--- config.mk ---
export PLATFORM = sky130hd
export DESIGN_NAME = lpfa_front
export DESIGN_NICKNAME = d
export VERILOG_FILES = /design/src/hw/rtl/lpfa_pkg.sv /design/src/hw/rtl/lpfa_front.sv
export SDC_FILE = /design/constraint.sdc
export NUM_CORES = 1
export LEC_CHECK = 0
export BUFFER_PORTS_ARGS = -buffer_cell sky130_fd_sc_hd__buf_4
export CORE_MARGIN = 2
export CORE_UTILIZATION = 53
export CTS_CLUSTER_DIAMETER = 40
export DETAILED_ROUTE_END_ITERATION = 16
export MAX_ROUTING_LAYER = met4
export PLACE_DENSITY = 0.73
export SLEW_MARGIN = 0
export SYNTH_ARGS = -nofsm -noshare
export SYNTH_HDL_FRONTEND = slang
export SYNTH_SLANG_ARGS = --single-unit
--- constraint.sdc ---
create_clock -name clock -period 11.6 [get_ports clock]
set_input_delay 1.74 -clock clock [delete_from_list [all_inputs] [get_ports clock]]
set_output_delay 1.74 -clock clock [all_outputs]
set_load 0.02 [all_outputs]
--- src/hw/rtl/lpfa_pkg.sv ---
// Shared types and constants for the Lennard-Jones pair force accumulator.
// No dependencies; every other file of the block but lpfa_checker imports this package.
package lpfa_pkg;

   localparam int FIELD_W   = 32;
   localparam int MAG_W     = 64;
   localparam int HALF_W    = 32;
   localparam int PROD_W    = 128;
   localparam int CSR_IDX_W = 3;
   localparam int Q_DEPTH   = 4;
   localparam int Q_PTR_W   = $clog2(Q_DEPTH);

   localparam logic [FIELD_W-1:0] SIGMA_POW6_RST = 32'd65536;
   localparam logic [FIELD_W-1:0] WELL_DEPTH_RST = 32'd65536;
   localparam logic [FIELD_W-1:0] CUTOFF_SQ_RST  = 32'd409600;
   localparam logic [FIELD_W-1:0] BOX_LEN_RST    = 32'd0;

   typedef enum logic [CSR_IDX_W-1:0] {
      CSR_SIGMA_POW6 = 3'd0,
      CSR_WELL_DEPTH = 3'd1,
      CSR_CUTOFF_SQ  = 3'd2,
      CSR_BOX_X      = 3'd3,
      CSR_BOX_Y      = 3'd4,
      CSR_BOX_Z      = 3'd5
   } csr_index_type;

   // one classified pair as it waits between front and back
   typedef struct packed {
      logic signed [FIELD_W-1:0] dx;
      logic signed [FIELD_W-1:0] dy;
      logic signed [FIELD_W-1:0] dz;
      logic                      skip;
      logic                      last;
   } pair_type;

   typedef struct packed {
      logic             start;
      logic             neg;
      logic [MAG_W-1:0] a_mag;
      logic [MAG_W-1:0] b_mag;
   } mul_req_type;

   typedef enum logic [3:0] {
      ST_FETCH = 4'b0001,
      ST_ISSUE = 4'b0010,
      ST_WAIT  = 4'b0100,
      ST_HOLD  = 4'b1000
   } back_state_type;

   typedef enum logic [4:0] {
      U_SQX  = 5'd0,
      U_SQY  = 5'd1,
      U_SQZ  = 5'd2,
      U_DIV  = 5'd3,
      U_INV2 = 5'd4,
      U_R6   = 5'd5,
      U_T    = 5'd6,
      U_E    = 5'd7,
      U_K    = 5'd8,
      U_F1   = 5'd9,
      U_F2   = 5'd10,
      U_F3   = 5'd11,
      U_F4   = 5'd12,
      U_F5   = 5'd13,
      U_FX   = 5'd14,
      U_FY   = 5'd15,
      U_FZ   = 5'd16,
      U_S1   = 5'd17,
      U_S2   = 5'd18,
      U_ES   = 5'd19
   } step_type;

endpackage

--- src/hw/rtl/lpfa_front.sv ---
// Front end: wraps cell offsets, forms the displacement, flags far pairs,
// and queues classified pairs for the back end. Depends on lpfa_pkg.
module lpfa_front
   import lpfa_pkg::*;
(
   input  logic                      clock,
   input  logic                      reset,
   input  logic                      push,
   output logic                      full,
   input  logic signed [FIELD_W-1:0] atom_dx,
   input  logic signed [FIELD_W-1:0] atom_dy,
   input  logic signed [FIELD_W-1:0] atom_dz,
   input  logic signed [FIELD_W-1:0] cell_dx,
   input  logic signed [FIELD_W-1:0] cell_dy,
   input  logic signed [FIELD_W-1:0] cell_dz,
   input  logic                      last_pair,
   input  logic [FIELD_W-1:0]        box_x,
   input  logic [FIELD_W-1:0]        box_y,
   input  logic [FIELD_W-1:0]        box_z,
   input  logic                      pop,
   output logic                      empty,
   output pair_type                  head
);

   localparam int DW = FIELD_W + 3;
   localparam logic signed [DW-1:0] D_LIM = 35'sd2147483647;

   function automatic logic signed [DW-1:0] displace(
      input logic signed [FIELD_W-1:0] atom,
      input logic signed [FIELD_W-1:0] cell_ofs,
      input logic [FIELD_W-1:0]        box
   );
      logic signed [DW-1:0] c;
      logic signed [DW-1:0] c2;
      logic signed [DW-1:0] b;
      logic signed [DW-1:0] w;
      c  = DW'(cell_ofs);
      c2 = c <<< 1;
      b  = signed'(DW'(box));
      if (c2 < -b) begin
         w = c + b;
      end else if (c2 > b) begin
         w = c - b;
      end else begin
         w = c;
      end
      return DW'(atom) + w;
   endfunction

   logic signed [DW-1:0] d_x, d_y, d_z;
   logic                 in_range;
   pair_type             entry;
   logic                 wr_en;

   pair_type             mem_ff [Q_DEPTH];
   logic [Q_PTR_W-1:0]   wr_ptr_ff, rd_ptr_ff;
   logic [Q_PTR_W:0]     cnt_ff;

   always_comb begin
      d_x = displace(atom_dx, cell_dx, box_x);
      d_y = displace(atom_dy, cell_dy, box_y);
      d_z = displace(atom_dz, cell_dz, box_z);
      in_range = (d_x >= -D_LIM) && (d_x <= D_LIM) &&
                 (d_y >= -D_LIM) && (d_y <= D_LIM) &&
                 (d_z >= -D_LIM) && (d_z <= D_LIM);
      entry.dx   = signed'(d_x[FIELD_W-1:0]);
      entry.dy   = signed'(d_y[FIELD_W-1:0]);
      entry.dz   = signed'(d_z[FIELD_W-1:0]);
      entry.skip = !in_range;
      entry.last = last_pair;
   end

   assign full  = (cnt_ff == (Q_PTR_W+1)'(Q_DEPTH));
   assign empty = (cnt_ff == '0);
   assign wr_en = push && !full;
   assign head  = mem_ff[rd_ptr_ff];

   always_ff @(posedge clock) begin
      if (wr_en) begin
         mem_ff[wr_ptr_ff] <= entry;
      end
   end

   always_ff @(posedge clock) begin
      if (reset) begin
         wr_ptr_ff <= '0;
         rd_ptr_ff <= '0;
         cnt_ff    <= '0;
      end else begin
         if (wr_en) begin
            wr_ptr_ff <= wr_ptr_ff + 1'b1;
         end
         if (pop) begin
            rd_ptr_ff <= rd_ptr_ff + 1'b1;
         end
         if (wr_en && !pop) begin
            cnt_ff <= cnt_ff + 1'b1;
         end else if (pop && !wr_en) begin
            cnt_ff <= cnt_ff - 1'b1;
         end
      end
   end

endmodule

==> metrics.md, run 1 <==
| Metric | Value |
|---|---|
| Worst hold path type | `register to register` |
| Post-Route Skew | `0.0627 ns` |
| Reg-to-reg critical path startpoint | `cnt_ff[0]` |
| Routed wirelength normalized by instance count | `20.8 µm` |
| Core Rows | `96` |
| Clock power share | `roughly a fifth` |
| Final number of hold-violating endpoints | `0` |
| Number of different library cells in the post-synthesis netlist | `83` |
| Proportion of total power due to net switching | `37.4%` |
| Sinks on Clock Net | `between 400 and 500` |
| Largest driver fanout on the critical path | `19` |
| CTS clock-pin slew for the worst setup and hold paths | `around 0.060 ns` |
| Initial Utilization | `between 50% and 60%` |
| Number of levels the H-tree was split into | `2` |
| Outcome | `complete, no violations` |
| Number of CTS-inserted buffers | `41` |
| HP Start | `cnt_ff[2]` |
| Mapped Cells | `between 3,000 and 4,000` |
| Most frequent standard cell in the layout excluding fill and tap cells | `sky130_fd_sc_hd__ha_1` |
| Post-cts hold buffer count | `0` |
| Cts repair resizes | `0` |
| Final critical path time including I/O delays and setup | `approximately 11 ns` |
| Pwr Total | `5970 µW` |
| CTS tree | `done` |
| Worst hold path endpoint | `cnt_ff[2]` |
| Synthesized cell area | `37,000 µm²` |
| Die Outline Area | `72,000 µm²` |
| Slew at the pin with the worst max-slew slack | `1.12 ns` |
| Total leakage power | `roughly 0.017 µW` |
| First-pass iteration count of the detailed router | `6` |
| Setup repair after global routing missed its margin | `false` |
| Number of synthesized register bits | `401` |
| Final total negative setup slack | `0 ns` |
| Largest cells by area after synthesis | `sky130_fd_sc_hd__edfxtp_1, sky130_fd_sc_hd__ha_1, sky130_fd_sc_hd__mux4_2` |
| Required time reported for the critical path endpoint | `11.93 ns` |
| Number of antenna-violating nets in the routed design | `0` |
| Root Buffer | `sky130_fd_sc_hd__clkbuf_16` |
| Quantity of I/O buffers inserted on ports | `392` |
| Data arrival time of the critical path | `11.18 ns` |
| Category of cells accounting for the largest share of critical-path delay | `simple AND/OR/NAND/NOR gates` |
| Number of cells traversed by the worst register-to-register path | `4` |
| Worst skew pair latency | `0.57 ns` |
| NetSw | `2230 µW` |
| Mean instance size in the synthesized netlist | `9.52 µm²` |
| Violation count after the first detailed-routing iteration | `3,095` |
| Total global routing track utilization | `30.1%` |
| Die X-Extent | `about 270 µm` |
| First-pass GRT wire length | `between 150,000 and 200,000 µm` |
| Worst Path Buf+Inv | `3` |
| Largest net degree at the start of global routing | `62` |
| Seq/Total Area, Yosys | `32.3%` |
| Number of max-capacitance violations reported | `0` |
| End of the worst register-to-register path | `mem_ff[0][62]` |
| Most frequent cells in the layout | `sky130_fd_sc_hd__ha_1, sky130_fd_sc_hd__buf_4, sky130_fd_sc_hd__edfxtp_1` |
| DR vias/cell | `6.24` |
| VDD IR-drop max | `0.122 mV` |
| Power density relative to cell area | `142 nW/µm²` |
| Number of buffers added for setup after CTS | `0` |
| Setup violators final | `0` |
| Max-slew violation count | `0` |
| Flop2flop setup slack | `8.69 ns` |
| HPWL after DPL | `about 85,000 µm` |
| Ratio of cells with drive above 1 in the final layout | `14.8%` |
| Part of the total power dissipated in combinational logic | `44.2%` |
| DP Cell Count | `about 5,100` |
| Routability cong. | `0.975` |
| Synth Warn # | `0` |
| Top cell type by total area after synthesis | `sky130_fd_sc_hd__edfxtp_1` |
| Normalized max-slew margin | `25.0%` |
| Sort of element at the start of the critical path | `input port` |
| Tcrit/Tclk final | `93.6%` |
| Count of flip-flops with a built-in enable after synthesis | `392` |
| Synth top area share | `between 30% and 40%` |
| Detailed-route wire length | `108,000 µm` |
| Critical path's largest stage delay | `0.68 ns` |
| Share of synthesized flip-flops with an asynchronous set or reset | `0%` |
| Signed area change from the synthesized netlist to the final layout | `14.0%` |
| DR vias | `32,400` |
| Internal Pwr Total | `between 3000 and 4000 µW` |
| Sequential Power Share | `a little over a third` |
| Crit end category | `register` |
| Via count of the first global-routing pass | `between 30,000 and 40,000` |
| Highest clock rate | `92.1 MHz` |
| Die Y | `approximately 270 µm` |
| Initial antenna violation count | `4` |
| Tightest hold margin | `0.508 ns` |
| Remaining routing DRC violations | `0` |
| Primary flip-flop cell chosen by synthesis mapping | `sky130_fd_sc_hd__edfxtp_1` |
| I/O pin count | `between 300 and 400` |
| Total nets after synthesis | `4,695` |
| Cell at the slowest stage of the critical path | `sky130_fd_sc_hd__nor4_1` |
| Final Instance Count excl. Fillers | `5,185` |
| Crit Path Category | `input port to register` |
| Core Footprint | `68,800 µm²` |
| Most frequent cell on the critical path | `sky130_fd_sc_hd__nand2_1` |
| Longest Clk Path Bufs | `3` |
| Worst hold path cell count | `2` |
| Total overflow reported by the global router | `0` |
| Final-stage net count | `roughly 5,000` |
## synth_stat cells (15+ instances only)
master and n:
sky130_fd_sc_hd__nor2_1 274, sky130_fd_sc_hd__o21bai_1 66, sky130_fd_sc_hd__edfxtp_1 392, sky130_fd_sc_hd__nand2b_1 43, sky130_fd_sc_hd__nor4_1 39, sky130_fd_sc_hd__and3_1 32, sky130_fd_sc_hd__nand4_1 55, sky130_fd_sc_hd__nor2b_1 46
sky130_fd_sc_hd__a21o_1 148, sky130_fd_sc_hd__o22ai_1 74, sky130_fd_sc_hd__o21ai_0 202, sky130_fd_sc_hd__a31oi_1 45, sky130_fd_sc_hd__nor3_1 110, sky130_fd_sc_hd__a211oi_1 31, sky130_fd_sc_hd__xor2_1 39, sky130_fd_sc_hd__or3_1 38
sky130_fd_sc_hd__a21oi_1 373, sky130_fd_sc_hd__a22oi_1 24, sky130_fd_sc_hd__o31ai_1 34, sky130_fd_sc_hd__ha_1 504, sky130_fd_sc_hd__xnor2_1 136, sky130_fd_sc_hd__or4_1 15, sky130_fd_sc_hd__nand2_1 221, sky130_fd_sc_hd__nand3_1 106
sky130_fd_sc_hd__clkbuf_1 125, sky130_fd_sc_hd__and2_1 24, sky130_fd_sc_hd__o211ai_1 35, sky130_fd_sc_hd__o21a_1 32, sky130_fd_sc_hd__mux4_2 98, sky130_fd_sc_hd__inv_1 246
## cell type report
class | instances | area [µm²]
Fill cell | 5879 | 26600
Multi-Input combinational cell | 3103 | 23600
Sequential cell | 401 | 12000
Timing Repair Buffer | 425 | 3190
Tap cell | 931 | 1160
Clock buffer | 51 | 1060
Inverter | 246 | 923
Clock inverter | 23 | 236
Antenna cell | 5 | 12.5
## tightest hold or removal path, delay by kind of cell (launching register included)
kind	cells	cell delay, ns
compound gates	2	0.14
flops	1	0.32
## worst max path at each step
stage | slack (ns) | depth (start not counted) | from | endpoint
CTS | 0.96 | 36 | box_x[7] | mem_ff[2][1]
finish | 0.75 | 36 | box_x[7] | mem_ff[3][1]
floorplan | 2.29 | 37 | box_y[1] | mem_ff[0][1]
global route | 0.19 | 36 | box_x[9] | mem_ff[3][1]
detailed placement | 0.46 | 36 | box_x[7] | mem_ff[1][1]
global placement | 0.74 | 36 | box_x[9] | mem_ff[1][1]
## registers in the layout, indices dropped and copies added, names as in the netlist, named ones only
name	count
mem_ff	392
rd_ptr_ff	2
wr_ptr_ff	2
cnt_ff	3
## cells by family after synthesis
kind of cell | after synthesis | share of synthesized area (%)
compound gates | 1263 | 22.1
simple gates | 1042 | 13.7
fa+ha+maj | 514 | 17.6
flops | 401 | 32.3
buf+inv | 384 | 3.89
xor+xnor | 175 | 4.14
mux | 109 | 6.26
## per-layer routing
metal	GRT usage, %	wire (µm)	part of all wire (%)	vias up
met1	40.8	47200	44	15400
met4	7.40	2560	2.4	0
met2	48.4	50300	47	1269
met5	-	0	0	-
li1	-	-	-	15500
met3	3.54	7830	7.3	168
## power groups by stage
stage	Combinational, µW	Clock, µW	Sequential, µW
3_5_place_dp	2610	0	2100
6_report	2640	1260	2070
5_1_grt	2880	1330	2090
2_1_floorplan	1750	0	2080
4_1_cts	2630	1280	2080
3_3_place_gp	2590	0	2090
## stage by stage
step | instance area, µm² | setup WS [ns] | utilization [%]
floorplan | 37000 | 2.29 | -
global placement | 40900 | 0.742 | 59.4
detailed placement | 40900 | 0.462 | 59.4
CTS | 42200 | 0.965 | 61.3
global route | 42200 | 0.186 | 61.3
finish | 42200 | 0.745 | 61.3
Note: power is estimated with default switching activity, not from simulation.
==> inputs of run 2 (changes only) <==
--- a/config.mk
+++ b/config.mk
@@ -8,6 +8,7 @@
 export BUFFER_PORTS_ARGS = -buffer_cell sky130_fd_sc_hd__buf_4
 export CORE_MARGIN = 2
 export CORE_UTILIZATION = 53
+export CTS_BUF_LIST = sky130_fd_sc_hd__clkbuf_4 sky130_fd_sc_hd__clkbuf_8 sky130_fd_sc_hd__clkbuf_16
 export CTS_CLUSTER_DIAMETER = 40
 export DETAILED_ROUTE_END_ITERATION = 16
 export MAX_ROUTING_LAYER = met4
==> metrics.md, run 2 (synthesized netlist as in run 1, its figures left out) <==
| Metric | Value |
|---|---|
| Outcome | `complete, no violations` |
| Worst hold path endpoint | `cnt_ff[2]` |
| Number of CTS-inserted buffers | `41 (unchanged)` |
| Number of max-capacitance violations reported | `0 (unchanged)` |
| Critical path's largest stage delay | `0.68 ns (about the same)` |
| CTS clock-pin slew for the worst setup and hold paths | `0.06 ns (about the same)` |
| Sort of element at the start of the critical path | `input port` |
| Violation count after the first detailed-routing iteration | `3,262 (+5.4%)` |
| # fillers | `5,880 (+0.017%)` |
| Final standard cell utilization of the core | `61.4% (about the same)` |
| Total leakage power | `0.0175 µW (+0.20%)` |
| Final total negative setup slack | `0 ns (unchanged)` |
| Number of buffers added for setup after CTS | `0 (unchanged)` |
| Quantity of I/O buffers inserted on ports | `392 (unchanged)` |
| Core Rows | `96 (unchanged)` |
| Final-stage net count | `5,025 (unchanged)` |
| Post-Place Worst Slack | `0.462 ns (unchanged)` |
| Flip-flop count of the largest register after layout | `392 (unchanged)` |
| Required time reported for the critical path endpoint | `11.93 ns (about the same)` |
| Highest clock rate | `91.7 MHz (-0.42%)` |
| Die X-Extent | `268 µm (unchanged)` |
| Final number of hold-violating endpoints | `0 (unchanged)` |
| Most frequent cell on the critical path | `sky130_fd_sc_hd__nand2_1` |
| Crit Path Category | `input port to register` |
| DP Cell Count | `5,106 (unchanged)` |
| VDD IR-drop max | `0.111 mV (-9.0%)` |
| CTS tree | `done` |
| Routed wirelength normalized by instance count | `20.8 µm (+0.17%)` |
| Longest Clk Path Bufs | `3 (unchanged)` |
| Die Y | `268 µm (unchanged)` |
| Routability cong. | `0.975 (unchanged)` |
| End of the worst register-to-register path | `mem_ff[2][9]` |
| Normalized max-slew margin | `25.5% (+0.55 points)` |
| Pwr Total | `6000 µW (+0.41%)` |
| Most frequent cells in the layout | `sky130_fd_sc_hd__ha_1, sky130_fd_sc_hd__buf_4, sky130_fd_sc_hd__edfxtp_1` |
| Number of antenna-violating nets in the routed design | `0 (unchanged)` |
| Category of cells accounting for the largest share of critical-path delay | `simple AND/OR/NAND/NOR gates` |
| Max-slew violation count | `0 (unchanged)` |
| Remaining routing DRC violations | `0 (unchanged)` |
| Most frequent standard cell in the layout excluding fill and tap cells | `sky130_fd_sc_hd__ha_1` |
| Ratio of cells with drive above 1 in the final layout | `15.1% (+0.24 points)` |
| Worst hold path type | `register to register` |
| Signed area change from the synthesized netlist to the final layout | `14.1% (about the same)` |
| Total global routing track utilization | `30.2% (about the same)` |
| Flop2flop setup slack | `8.67 ns (-0.02 ns)` |
| Final critical path time including I/O delays and setup | `10.90 ns (+0.0462 ns)` |
| Post-cts hold buffer count | `0 (unchanged)` |
| Initial Utilization | `53.8% (unchanged)` |
| Reg-to-reg critical path startpoint | `cnt_ff[0]` |
| Data arrival time of the critical path | `11.23 ns (+0.05 ns)` |
| Final Worst Setup Slack | `0.699 ns (-0.0462 ns)` |
| Total overflow reported by the global router | `0 (unchanged)` |
| Setup violators final | `0 (unchanged)` |
| Sinks on Clock Net | `401 (unchanged)` |
| Number of cells traversed by the worst register-to-register path | `4 (unchanged)` |
| Worst skew pair latency | `0.57 ns (about the same)` |
| Number of levels the H-tree was split into | `2 (unchanged)` |
| Post-Route Skew | `0.0609 ns (-0.00181 ns)` |
| Slew at the pin with the worst max-slew slack | `1.11 ns (-0.00814 ns)` |
| Via count of the first global-routing pass | `30,600 (-0.12%)` |
| HPWL after DPL | `84,700 µm (unchanged)` |
| First-pass iteration count of the detailed router | `6 (unchanged)` |
| Top flop regs | `mem_ff: 392 flops, cnt_ff: 3 flops` |
| HP Start | `cnt_ff[2]` |
| DR vias/cell | `6.24 (about the same)` |
| Power density relative to cell area | `142 nW/µm² (+0.32%)` |
| Cell at the slowest stage of the critical path | `sky130_fd_sc_hd__nor4_1` |
| I/O pin count | `393 (unchanged)` |
| DR vias | `32,400 (+0.037%)` |
| Initial antenna violation count | `4 (unchanged)` |
| Biggest register | `mem_ff` |
| Worst hold path cell count | `2 (unchanged)` |
| Root Buffer | `sky130_fd_sc_hd__clkbuf_16` |
| Cts repair resizes | `0 (unchanged)` |
| Worst Path Buf+Inv | `3 (unchanged)` |
| Setup repair after global routing missed its margin | `false` |
| Die Outline Area | `72,000 µm² (unchanged)` |
| Core Footprint | `68,800 µm² (unchanged)` |
| Largest net degree at the start of global routing | `62 (unchanged)` |
| Detailed-route wire length | `108,000 µm (+0.19%)` |
| Largest driver fanout on the critical path | `19 (unchanged)` |
| Tcrit/Tclk final | `94.0% (+0.40 points)` |
| First-pass GRT wire length | `167,000 µm (about the same)` |
| Final Instance Count excl. Fillers | `5,186 (+0.019%)` |
| Crit end category | `register` |
## run 2: changes by cell type in the layout (fill, tap and decap cells not counted), sizes merged
| cell | previous run | this run |
|---|---|---|
| diode | 5 | 6 |
## run 2: worst max-delay path by stage
| stage | startpoint | endpoint | slack (ns) | cells after the start |
|---|---|---|---|---|
| 3_5_place_dp | box_x[7] | mem_ff[1][1] | 0.46 | 36 |
| 6_report | box_x[7] | mem_ff[3][1] | 0.70 | 36 |
| 5_1_grt | box_x[9] | mem_ff[3][1] | 0.19 | 36 |
| 2_1_floorplan | box_y[1] | mem_ff[0][1] | 2.29 | 37 |
| 3_3_place_gp | box_x[9] | mem_ff[1][1] | 0.74 | 36 |
| 4_1_cts | box_x[7] | mem_ff[2][1] | 0.96 | 36 |
## run 2: layout make-up
class / instances / area, µm² / share of cell area (%)
clock inverter: 23 / 236 / 0.560
antenna: 6 / 15.0 / 0.0356
timing repair buffer: 425 / 3190 / 7.55
multi-input combinational: 3103 / 23600 / 56.0
clock buffer: 51 / 1100 / 2.61
tap: 931 / 1160 / 2.76
inverter: 246 / 923 / 2.19
sequential: 401 / 12000 / 28.3
## run 2: power by group
group / leakage (µW) / total, µW / internal (µW) / switching (µW)
clock: 0.000667 / 1280 / 733 / 547
sequential: 0.00366 / 2070 / 2020 / 59.2
combinational: 0.0132 / 2650 / 1020 / 1630
## run 2: per-layer routing
metal	track usage [%]	vias up	part of all wire, %
li1	-	15600	-
met1	40.9	15400	44
met2	48.4	1249	47
met3	3.50	183	7.3
met4	7.44	0	2.5
met5	-	-	0
## run 2: tightest hold or removal path, delay by kind of cell, from the launching register on
family             cells  cell delay [ns]
AOI/OAI and AO/OA      2             0.14
DFF                    1             0.32
## run 2: per-stage QoR
| step | cell area [µm²] | hold WS [ns] |
|---|---|---|
| after floorplan | 37000 | 0.466 |
| after global placement | 40900 | 0.487 |
| after detailed placement | 40900 | 0.495 |
| after CTS | 42200 | 0.505 |
| after global routing | 42200 | 0.530 |
| final | 42200 | 0.508 |
